`config.mk`:
```
export PLATFORM = sky130hd
export DESIGN_NAME = gasp_ctrl
export DESIGN_NICKNAME = d
export VERILOG_FILES = /design/src/rtl/gasp_pkg.sv /design/src/rtl/gasp_ctrl.sv
export SDC_FILE = /design/constraint.sdc
export NUM_CORES = 1
export LEC_CHECK = 0
export BUFFER_PORTS_ARGS = -buffer_cell sky130_fd_sc_hd__buf_2
export CAP_MARGIN = 10
export CELL_PAD_IN_SITES_DETAIL_PLACEMENT = 1
export CELL_PAD_IN_SITES_GLOBAL_PLACEMENT = 2
export CORE_MARGIN = 1.5
export CORE_UTILIZATION = 28
export CTS_CLUSTER_DIAMETER = 150
export DETAILED_ROUTE_END_ITERATION = 7
export PLACE_DENSITY = 0.93
export SLEW_MARGIN = 20
export SYNTH_ARGS = -nofsm -noshare
export SYNTH_HDL_FRONTEND = slang
export SYNTH_SLANG_ARGS = --single-unit
```
`constraint.sdc`:
```
create_clock -name clock -period 3 [get_ports clock]
set_input_delay 0.15 -clock clock [delete_from_list [all_inputs] [get_ports clock]]
set_output_delay 0.15 -clock clock [all_outputs]
set_load 0.02 [all_outputs]
```
`src/rtl/gasp_pkg.sv`:
```
// Shared types, codes and constants for the grid path search block.
package gasp_pkg;

   // Fixed field widths
   localparam int COORD_W  = 6;
   localparam int COST_W   = 21;
   localparam int STATUS_W = 2;
   localparam int SIZE_W   = 7;
   // Width for comparing a coordinate against any grid bound up to 256
   localparam int CMP_W    = 9;

   localparam logic [COST_W-1:0] COST_SAT = 21'h1FFFFF;

   // Result status codes
   localparam logic [STATUS_W-1:0] RES_FOUND     = 2'd0;
   localparam logic [STATUS_W-1:0] RES_BAD_START = 2'd1;
   localparam logic [STATUS_W-1:0] RES_BAD_GOAL  = 2'd2;
   localparam logic [STATUS_W-1:0] RES_NO_PATH   = 2'd3;

   // Per-cell search marks
   localparam logic [1:0] MARK_NONE   = 2'd0;
   localparam logic [1:0] MARK_OPEN   = 2'd1;
   localparam logic [1:0] MARK_CLOSED = 2'd2;

   // Neighbor offset codes
   localparam logic [1:0] OFF_MINUS = 2'd0;
   localparam logic [1:0] OFF_ZERO  = 2'd1;
   localparam logic [1:0] OFF_PLUS  = 2'd2;

   // Datapath commands
   localparam int OP_W = 4;
   localparam logic [OP_W-1:0] OP_NOP      = 4'd0;
   localparam logic [OP_W-1:0] OP_LOAD     = 4'd1;
   localparam logic [OP_W-1:0] OP_LATCH    = 4'd2;
   localparam logic [OP_W-1:0] OP_RD_START = 4'd3;
   localparam logic [OP_W-1:0] OP_RD_GOAL  = 4'd4;
   localparam logic [OP_W-1:0] OP_CLEAR    = 4'd5;
   localparam logic [OP_W-1:0] OP_SEED     = 4'd6;
   localparam logic [OP_W-1:0] OP_SCAN     = 4'd7;
   localparam logic [OP_W-1:0] OP_CLOSE    = 4'd8;
   localparam logic [OP_W-1:0] OP_NB_RD    = 4'd9;
   localparam logic [OP_W-1:0] OP_NB_EVAL  = 4'd10;
   localparam logic [OP_W-1:0] OP_RESULT   = 4'd11;

   typedef struct packed {
      logic [OP_W-1:0]     op;
      logic [STATUS_W-1:0] code;
   } gasp_cmd_type;

   typedef struct packed {
      logic req_valid;
      logic req_func;
      logic start_ok;
      logic goal_ok;
      logic cnt_last;
      logic found_any;
      logic best_is_goal;
      logic nb_last;
      logic rsp_busy;
   } gasp_stat_type;

   // x offset of neighbor d
   function automatic logic [1:0] nb_dx(input logic [2:0] d);
      logic [1:0] r;
      case (d)
         3'd0, 3'd1, 3'd2: r = OFF_MINUS;
         3'd3, 3'd4:       r = OFF_ZERO;
         default:          r = OFF_PLUS;
      endcase
      return r;
   endfunction

   // y offset of neighbor d
   function automatic logic [1:0] nb_dy(input logic [2:0] d);
      logic [1:0] r;
      case (d)
         3'd0, 3'd3, 3'd5: r = OFF_MINUS;
         3'd1, 3'd6:       r = OFF_ZERO;
         default:          r = OFF_PLUS;
      endcase
      return r;
   endfunction

   // round(sqrt(2) * 2^frac), evaluated at elaboration
   function automatic int unsigned diag_step(input int unsigned frac);
      logic [63:0] n;
      logic [63:0] r;
      logic [63:0] b;
      n = 64'd2 << (2 * frac);
      r = 64'd0;
      b = 64'd1 << 62;
      while (b > n) b = b >> 2;
      while (b != 64'd0) begin
         if (n >= r + b) begin
            n = n - (r + b);
            r = (r >> 1) + b;
         end else begin
            r = r >> 1;
         end
         b = b >> 2;
      end
      if (n > r) r = r + 64'd1;
      return 32'(r);
   endfunction

endpackage

```
`src/rtl/gasp_ctrl.sv`:
```
// Search sequencer: steps the datapath through checks, clear, scan and expansion.
module gasp_ctrl (
   input  logic                    clock,
   input  logic                    reset,
   input  gasp_pkg::gasp_stat_type stat,
   output gasp_pkg::gasp_cmd_type  cmd,
   output logic                    req_ready
);
   import gasp_pkg::*;

   localparam logic [3:0] S_IDLE    = 4'd0;
   localparam logic [3:0] S_CHK_S   = 4'd1;
   localparam logic [3:0] S_CHK_S2  = 4'd2;
   localparam logic [3:0] S_CHK_G   = 4'd3;
   localparam logic [3:0] S_CLEAR   = 4'd4;
   localparam logic [3:0] S_SEED    = 4'd5;
   localparam logic [3:0] S_SCAN    = 4'd6;
   localparam logic [3:0] S_TAIL    = 4'd7;
   localparam logic [3:0] S_DECIDE  = 4'd8;
   localparam logic [3:0] S_NB_RD   = 4'd9;
   localparam logic [3:0] S_NB_EVAL = 4'd10;
   localparam logic [3:0] S_RESULT  = 4'd11;

   logic [3:0]          state_ff, state_in;
   logic [STATUS_W-1:0] code_ff, code_in;

   // next state and command
   always_comb begin
      state_in  = state_ff;
      code_in   = code_ff;
      cmd.op    = OP_NOP;
      cmd.code  = code_ff;
      req_ready = (state_ff == S_IDLE);
      case (state_ff)
         S_IDLE: begin
            if (stat.req_valid) begin
               if (stat.req_func) begin
                  cmd.op   = OP_LATCH;
                  state_in = S_CHK_S;
               end else begin
                  cmd.op = OP_LOAD;
               end
            end
         end
         S_CHK_S: begin
            cmd.op   = OP_RD_START;
            state_in = S_CHK_S2;
         end
         S_CHK_S2: begin
            if (!stat.start_ok) begin
               code_in  = RES_BAD_START;
               state_in = S_RESULT;
            end else begin
               cmd.op   = OP_RD_GOAL;
               state_in = S_CHK_G;
            end
         end
         S_CHK_G: begin
            if (!stat.goal_ok) begin
               code_in  = RES_BAD_GOAL;
               state_in = S_RESULT;
            end else begin
               state_in = S_CLEAR;
            end
         end
         S_CLEAR: begin
            cmd.op = OP_CLEAR;
            if (stat.cnt_last) state_in = S_SEED;
         end
         S_SEED: begin
            cmd.op   = OP_SEED;
            state_in = S_SCAN;
         end
         S_SCAN: begin
            cmd.op = OP_SCAN;
            if (stat.cnt_last) state_in = S_TAIL;
         end
         S_TAIL: begin
            // last scan read is compared this cycle
            state_in = S_DECIDE;
         end
         S_DECIDE: begin
            if (!stat.found_any) begin
               code_in  = RES_NO_PATH;
               state_in = S_RESULT;
            end else if (stat.best_is_goal) begin
               code_in  = RES_FOUND;
               state_in = S_RESULT;
            end else begin
               cmd.op   = OP_CLOSE;
               state_in = S_NB_RD;
            end
         end
         S_NB_RD: begin
            cmd.op   = OP_NB_RD;
            state_in = S_NB_EVAL;
         end
         S_NB_EVAL: begin
            cmd.op   = OP_NB_EVAL;
            state_in = stat.nb_last ? S_SCAN : S_NB_RD;
         end
         S_RESULT: begin
            if (!stat.rsp_busy) begin
               cmd.op   = OP_RESULT;
               state_in = S_IDLE;
            end
         end
         default: begin
            state_in = S_IDLE;
         end
      endcase
   end

   always_ff @(posedge clock) begin
      if (reset) begin
         state_ff <= S_IDLE;
         code_ff  <= RES_NO_PATH;
      end else begin
         state_ff <= state_in;
         code_ff  <= code_in;
      end
   end

endmodule

```
==> results.yml, run 1 <==
setup_path:
  criticalPathCategory: "reg2reg"
  cp.required_ns: 3.12
  cp_max_fo: 22
  worstPathArrival_ns: 2.20
  endpoint_kind: "flip-flop"
  setup.worst_path.start_class: "flip-flop"
pwr:
  pwr-share-comb: 0.588
  swShare: 0.521
  power_leakage_nw: 0.253
  power_frac_seq: 0.299
  switchingPower_mw: 0.347
  p_clk_frac: 0.113
  total_power_mw: 0.667
  cellPowerDensity_nw_per_um2: 971
  p_int_mw: 0.320
  vdd_drop_max_mv: 0.394
cts:
  cts_setup_buffers: 0
  cts_tree: "built"
  cts_made_buffers: 3
  clk_pin_slew_ns: 0.05
  clockRootBuffer: "clkbuf_4"
  clk_latency_ns: 0.24
  ctsHoldBuffers: 0
  h-tree-depth: 1
  cts_resized: 0
  clock_sinks: 6
  cts_buffer_depth: 2
placed_design:
  gp_congestion: 0.803
  io_buffers: 17
  dp.cells: 119
  hpwlAfterDp_um: 1240
routing:
  dr.max_layer_used: "met3"
  via_per_inst: 5.45
  post_drt_wl_per_cell_um: 13.8
  via_count: 665
  met2WireLength_um: 807
  wl_met1_um: 812
  met3_length_um: 58
  wl_um: 1680
  postRouteAntennaNets: 0
  dr.pass1.iters: 4
  drt_iter0_markers: 7
  drcViolationCount: 0
yosys:
  synth_top_cells_by_area: "dfxtp_1 21%, a21oi_1 7.8%, nor2_1 6.5%, a311oi_1 4.5%, nor4b_4 4.1%"
  post-synth-top-area-fraction: 0.207
  syn_inst: 82
  synth_warnings: 0
  syn_area_per_cell_um2: 7.06
  synthFlopType: "dfxtp_1"
  netlist_area_um2: 579
  ys_ff_latch: 6
  syn-num-nets: 93
  ys_async_sr_fraction: 0
  synth-edff-count: 0
  yosysTopAreaCell: "dfxtp_1"
  yosysUniqueCellTypes: 33
  seq_area_frac_synth: 0.207
min_path:
  hp-class: "in2reg"
outcome:
  status: "complete, no violations"
layout:
  layout.nets: 108
  final_common_cell: "buf_2"
  fill_cells: 276
  instances_no_fill: 122
  mostFrequentLayoutCells: "17 x buf_2, 10 x nor2_1, 9 x a21oi_1, 6 x nand2_1, 6 x dfxtp_1"
  diodes: 0
  area_growth_pct: 18.6
  drive_above_1_share: 0.253
floorplan:
  die_x_um: 48.5
  rows: 16
  coreArea_um2: 1960
  die_h_um: 48.5
  initial_utilization: 0.295
  ios: 18
  die_area_um2: 2350
timing:
  slew_viol_final: 0
  rsz0062_at_grt: "false"
  setup_tns_ns: 0
  slew_headroom: 0.529
  skew_ns: 0.000701
  tightest_slew_ns: 0.705
  fmaxAchievable_mhz: 481
  finalSetupViolations: 0
  layout_min_cycle_time_ns: 2.08
  fin_crit_sh: 0.693
  hold_viol: 0
run:
  cap_violations: 0
global_route:
  antenna_found_initial: 0
  grt_pass1_vias: 661
  grt_max_degree: 23
  overflow: 0
  grt.total_usage: 0.157
  grt_pass1_wl_um: 2970
==> Yosys cell counts (2+ instances only) <==
master,instances
o21ai_0,4
o21ai_1,3
a21oi_1,9
nand2_1,6
clkbuf_1,4
a311oi_1,3
nor3_1,2
a31oi_1,2
buf_1,2
nand2b_1,2
nand3b_1,2
nor2_1,10
inv_1,5
nand3_1,2
nor2b_1,2
and3_1,2
dfxtp_1,6
==> metal layers <==
| layer | vias to the layer above | global-route usage |
|---|---|---|
| li1 | 331 | - |
| met1 | 320 | 0.198 |
| met2 | 14 | 0.271 |
| met3 | 0 | 0.0340 |
| met4 | 0 | 0.0429 |
| met5 | - | 0 |
==> kinds of logic (layout without fill, tap and decap cells) <==
| logic type | Yosys count | in the layout | synth area share |
|---|---|---|---|
| AO/OA/AOI/OAI | 29 | 29 | 0.335 |
| buffers and inverters | 12 | 25 | 0.0907 |
| flip-flops | 6 | 6 | 0.207 |
| multiplexers | 1 | 1 | 0.0173 |
| AND/OR/NAND/NOR | 34 | 34 | 0.350 |
==> cell type report <==
type,count,area [um2],share of cell area
timing repair buffer,17,85.1,0.124
inverter,5,18.8,0.0273
tap,27,33.8,0.0492
sequential,6,120,0.175
clock buffer,3,22.5,0.0328
multi-input combinational,64,407,0.592
==> worst max-delay path: stages (launching register included) <==
cell       delay, ns
dfxtp_1         0.77
nor2b_2         0.35
a21oi_1         0.09
a211o_1         0.33
a2111oi_2       0.34
a21oi_1         0.07
==> stage by stage <==
stage          instance area [um2]  setup WS, ns   util  hold WS, ns
2_1_floorplan                  579          1.24      -        0.340
3_3_place_gp                   664          1.02  0.339        0.432
3_5_place_dp                   664         0.927  0.339        0.450
4_1_cts                        687         0.924  0.350        0.190
5_1_grt                        687         0.758  0.350        0.199
6_report                       687         0.921  0.350        0.190
==> final timing paths <==
kind                    start          end  slack (ns)  cells past startpoint
setup reg to reg  state_ff[1]   code_ff[1]        0.92                      5
hold reg to reg    code_ff[0]   code_ff[0]        0.52                      2
setup / recovery  state_ff[1]   code_ff[1]        0.92                      5
hold / removal          reset  state_ff[0]        0.19                      2
==> power groups by stage <==
stage | registers [mW] | clock network (mW) | logic (mW)
floorplan | 0.136 | 0 | 0.362
global placement | 0.197 | 0 | 0.385
detailed placement | 0.199 | 0 | 0.396
CTS | 0.199 | 0.0777 | 0.396
global route | 0.210 | 0.0818 | 0.435
finish | 0.200 | 0.0752 | 0.392
==> flip-flops by register name, indices dropped and copies added, names as in the netlist <==
name and cells:
code_ff 2, state_ff 4
Note: power is estimated with default switching activity, not from simulation.
==> run 2, diff against run 1 <==
--- a/config.mk
+++ b/config.mk
@@ -10,10 +10,10 @@
 export CELL_PAD_IN_SITES_DETAIL_PLACEMENT = 1
 export CELL_PAD_IN_SITES_GLOBAL_PLACEMENT = 2
 export CORE_MARGIN = 1.5
-export CORE_UTILIZATION = 28
+export CORE_UTILIZATION = 26
 export CTS_CLUSTER_DIAMETER = 150
 export DETAILED_ROUTE_END_ITERATION = 7
-export PLACE_DENSITY = 0.93
+export PLACE_DENSITY = 0.88
 export SLEW_MARGIN = 20
 export SYNTH_ARGS = -nofsm -noshare
 export SYNTH_HDL_FRONTEND = slang
==> constraint.sdc (replaced) <==
create_clock -name clock -period 1.95 [get_ports clock]
set_input_delay 0.0975 -clock clock [delete_from_list [all_inputs] [get_ports clock]]
set_output_delay 0.0975 -clock clock [all_outputs]
set_load 0.02 [all_outputs]
==> run 2 against run 1 <==
Wire length is 0.83% lower. Fmax is 20% higher. Via count is 1.5% higher. Setup slack worse by 0.70 ns. Cell count is 4.9% higher. Sequential share of layout area is 1.1 points lower. Combinational power is 93% higher. Register-to-register slack worse by 0.70 ns. Largest cell class unchanged.
==> results.yml, run 2 (same netlist as run 1, synthesis figures left out) <==
layout:
  multi_input_area_um2: 407
  drive_above_1_share: 0.297
  area_growth_pct: 26.3
  final_area_um2: 732
  mostFrequentLayoutCells: "17 x buf_2, 10 x nor2_1, 9 x a21oi_1"
  layout.nets: 114
  utilization: 0.362
  reg_top3: "state_ff (4), code_ff (2)"
  fill_cells: 255
  regArea_um2: 120
  largest_register: "state_ff"
  diodes: 0
  final_common_cell: "buf_2"
  largest_register_ffs: 4
floorplan:
  coreArea_um2: 2020
  ios: 18
  die_area_um2: 2520
  initial_utilization: 0.287
  rows: 16
  die_h_um: 50.2
  die_x_um: 50.2
global_route:
  antenna_found_initial: 0
  grt_pass1_vias: 694
  grt.total_usage: 0.152
  overflow: 0
  grt_max_degree: 14
  grt_pass1_wl_um: 3020
run:
  cap_violations: 0
timing:
  tightest_slew_ns: 0.358
  fmaxAchievable_mhz: 577
  setup_tns_ns: 0
  rsz0062_at_grt: "false"
  layout_min_cycle_time_ns: 1.73
  fin_hold_ws_ns: 0.141
  slew_viol_final: 0
  fin_crit_sh: 0.888
  slew_headroom: 0.759
  skew_ns: 0.00829
  hold_viol: 0
  finalSetupViolations: 0
routing:
  dr.pass1.iters: 4
  postRouteAntennaNets: 0
  drt_iter0_markers: 5
  wl_um: 1660
  via_count: 675
  drcViolationCount: 0
  post_drt_wl_per_cell_um: 13.0
  via_per_inst: 5.27
cts:
  clock_sinks: 6
  cts_made_buffers: 3
  cts_tree: "built"
  cts_resized: 0
  h-tree-depth: 1
  clk_pin_slew_ns: 0.05
  ctsHoldBuffers: 0
  cts_setup_buffers: 0
  clockRootBuffer: "clkbuf_4"
  clk_latency_ns: 0.24
  cts_buffer_depth: 2
setup_path:
  setup.worst_path.start_class: "flip-flop"
  cp.required_ns: 2.07
  worstPathArrival_ns: 1.85
  slowest_stage: "dfxtp_1"
  cp_max_fo: 8
  endpoint_kind: "flip-flop"
  max_stage_delay_ns: 0.43
  path_common_cell: "a21oi_1"
  cp-endpoint: "code_ff[1]"
  reg2reg_slack_ns: 0.22
  path_cells: "nor4b_4, a21oi_1, a211o_1, a2111oi_2, a21oi_1"
  reg2reg_from: "state_ff[3]"
  r2r_cells: 5
  startpoint: "state_ff[3]"
  r2r_end: "code_ff[1]"
  criticalPathCategory: "reg2reg"
pwr:
  vdd_drop_max_mv: 0.584
  power_leakage_nw: 0.285
  cellPowerDensity_nw_per_um2: 1480
placed_design:
  io_buffers: 17
  post_dp_cell_area_um2: 709
  hpwlAfterDp_um: 1350
  gp_congestion: 0.772
outcome:
  status: "complete, no violations"
min_path:
  hp-class: "in2reg"
## run 2: cell count changes in the layout (fill, tap and decap cells not counted), sizes merged
| cell | delta |
|---|---|
| buf | +6 |
## run 2: per-stage QoR
stage	power (mW)	worst slack (ns)	cells
2_1_floorplan	0.766	0.197	82
3_3_place_gp	0.965	0.292	125
3_5_place_dp	0.974	0.219	125
4_1_cts	1.09	0.209	128
5_1_grt	1.19	0.0812	128
6_report	1.08	0.218	128
## run 2: worst min-delay path by stage
stage	start	end	slack, ns	cells after the start
finish	reset	state_ff[2]	0.14	2
detailed placement	reset	state_ff[0]	0.40	2
CTS	reset	state_ff[2]	0.14	2
floorplan	stat[0]	state_ff[0]	0.29	2
global placement	reset	state_ff[0]	0.38	2
global route	reset	state_ff[3]	0.15	2
## run 2: area by class of cell
class / count / share of cell area
Clock buffer: 3 / 0.0308
Inverter: 5 / 0.0256
Multi-Input combinational cell: 64 / 0.556
Sequential cell: 6 / 0.164
Tap cell: 27 / 0.0462
Timing Repair Buffer: 23 / 0.178
## run 2: power by group
| group | leakage [nW] | total (mW) | switching [mW] | internal, mW |
|---|---|---|---|---|
| clock network | 0.0138 | 0.114 | 0.0442 | 0.0696 |
| logic | 0.222 | 0.756 | 0.444 | 0.312 |
| registers | 0.0491 | 0.214 | 0.0503 | 0.164 |
## run 2: layer usage
| metal | up-vias | global-route usage | part of all wire |
|---|---|---|---|
| li1 | 340 | - | - |
| met4 | 0 | 0.0417 | 0 |
| met3 | 0 | 0.0298 | 0.035 |
| met1 | 323 | 0.194 | 0.48 |
| met2 | 12 | 0.257 | 0.48 |
| met5 | - | 0 | 0 |
## run 2: worst max-delay path, delay by kind of cell, from the launching register on
kind | cells | cell delay (ns)
compound gates | 4 | 0.83
flops | 1 | 0.43
simple gates | 1 | 0.34
==> run 3, diff against run 2 <==
--- a/config.mk
+++ b/config.mk
@@ -13,8 +13,7 @@
 export CORE_UTILIZATION = 26
 export CTS_CLUSTER_DIAMETER = 150
 export DETAILED_ROUTE_END_ITERATION = 7
-export PLACE_DENSITY = 0.88
-export SLEW_MARGIN = 20
+export PLACE_DENSITY = 0.85
 export SYNTH_ARGS = -nofsm -noshare
 export SYNTH_HDL_FRONTEND = slang
 export SYNTH_SLANG_ARGS = --single-unit
==> run 3 against run 2 <==
Combinational power fell by 2%. Hold slack barely moved. Setup slack got worse by 0.041 ns. Core utilization did not move. Largest power group unchanged. Critical path depth did not move.
==> results.yml, run 3 (same netlist as run 1, synthesis figures left out) <==
layout:
  final_common_cell: "buf_2"
  area_growth_pct: 26.3
  regArea_um2: 120
  multi_input_area_um2: 407
  fill_cells: 266
  largest_register: "state_ff"
  largest_register_ffs: 4
  layout.nets: 114
  reg_top3: "state_ff (4), code_ff (2)"
  diodes: 0
  drive_above_1_share: 0.297
  mostFrequentLayoutCells: "17 x buf_2, 10 x nor2_1, 9 x a21oi_1"
global_route:
  grt_pass1_wl_um: 3040
  grt_pass1_vias: 688
  grt_max_degree: 16
  grt.total_usage: 0.153
  antenna_found_initial: 0
  overflow: 0
floorplan:
  coreArea_um2: 2020
  die_x_um: 50.2
  rows: 16
  die_area_um2: 2520
  initial_utilization: 0.287
  ios: 18
  die_h_um: 50.2
timing:
  rsz0062_at_grt: "false"
  tightest_slew_ns: 0.369
  setup_tns_ns: 0
  fin_crit_sh: 0.909
  slew_headroom: 0.754
  finalSetupViolations: 0
  skew_ns: 0.00386
  hold_viol: 0
  layout_min_cycle_time_ns: 1.77
  fmaxAchievable_mhz: 564
  slew_viol_final: 0
cts:
  cts_resized: 0
  h-tree-depth: 1
  clockRootBuffer: "clkbuf_4"
  cts_tree: "built"
  cts_buffer_depth: 2
  clk_pin_slew_ns: 0.05
  clk_latency_ns: 0.24
  clock_sinks: 6
  cts_made_buffers: 3
  ctsHoldBuffers: 0
  cts_setup_buffers: 0
routing:
  dr.pass1.iters: 3
  postRouteAntennaNets: 0
  via_count: 660
  drcViolationCount: 0
  dr.max_layer_used: "met3"
  post_drt_wl_per_cell_um: 13.1
  met2WireLength_um: 819
  wl_um: 1680
  drt_iter0_markers: 6
  wl_met1_um: 812
  via_per_inst: 5.16
  met3_length_um: 51
setup_path:
  endpoint_kind: "flip-flop"
  cp_max_fo: 10
  setup.worst_path.start_class: "flip-flop"
  criticalPathCategory: "reg2reg"
  cp.required_ns: 2.07
  reg2reg_slack_ns: 0.18
  r2r_cells: 5
  worstPathArrival_ns: 1.90
  reg2reg_from: "state_ff[2]"
  r2r_end: "code_ff[1]"
pwr:
  total_power_mw: 1.08
  switchingPower_mw: 0.537
  p_clk_frac: 0.106
  power_leakage_nw: 0.284
  vdd_drop_max_mv: 0.607
  cellPowerDensity_nw_per_um2: 1470
  swShare: 0.499
  p_int_mw: 0.539
  power_frac_seq: 0.204
  pwr-share-comb: 0.689
min_path:
  hp-class: "in2reg"
  holdPathStages: 2
  whs_endpoint: "state_ff[1]"
  hp-start: "reset"
placed_design:
  gp_congestion: 0.767
  io_buffers: 17
  hpwlAfterDp_um: 1300
outcome:
  status: "complete, no violations"
run:
  cap_violations: 0
==> run 3: final cells by class <==
cell class	count	area share
multi-input cells	64	0.556
inverters	5	0.0256
repair buffers	23	0.178
well taps	27	0.0462
flip-flops and latches	6	0.164
clock buffers	3	0.0308
==> run 3: worst max path at each step <==
stage	start	to	slack (ns)	cells after the start
2_1_floorplan	state_ff[3]	state_ff[1]	0.20	6
3_3_place_gp	state_ff[2]	code_ff[1]	0.24	5
3_5_place_dp	state_ff[2]	code_ff[1]	0.17	5
4_1_cts	state_ff[2]	code_ff[1]	0.16	5
5_1_grt	state_ff[2]	code_ff[1]	0.04	5
6_report	state_ff[2]	code_ff[1]	0.18	5
==> run 3: layer usage <==
metal	global-route usage	up-vias
met5	0	-
li1	-	340
met4	0.0556	0
met1	0.196	309
met2	0.261	11
met3	0.0208	0
==> run 3: worst max-delay path, cell delays in order (launching register included) <==
cell	delay, ns
dfxtp_1	0.54
nor2b_2	0.12
and3_1	0.24
a211o_1	0.35
a2111oi_2	0.34
a21oi_1	0.07
==> run 3: through the flow <==
stage	instance area (um2)	std cells	utilization	hold slack [ns]	setup slack (ns)
2_1_floorplan	579	82	-	0.287	0.197
3_3_place_gp	709	125	0.351	0.384	0.242
3_5_place_dp	709	125	0.351	0.399	0.168
4_1_cts	732	128	0.362	0.135	0.162
5_1_grt	732	128	0.362	0.144	0.0383
6_report	732	128	0.362	0.141	0.177
==> run 3: power by group through the flow <==
stage	Sequential [mW]	Combinational, mW	Clock, mW
final	0.220	0.742	0.115
after global routing	0.229	0.828	0.127
after detailed placement	0.223	0.745	0
after global placement	0.221	0.737	0
after CTS	0.221	0.746	0.122
after floorplan	0.209	0.557	0
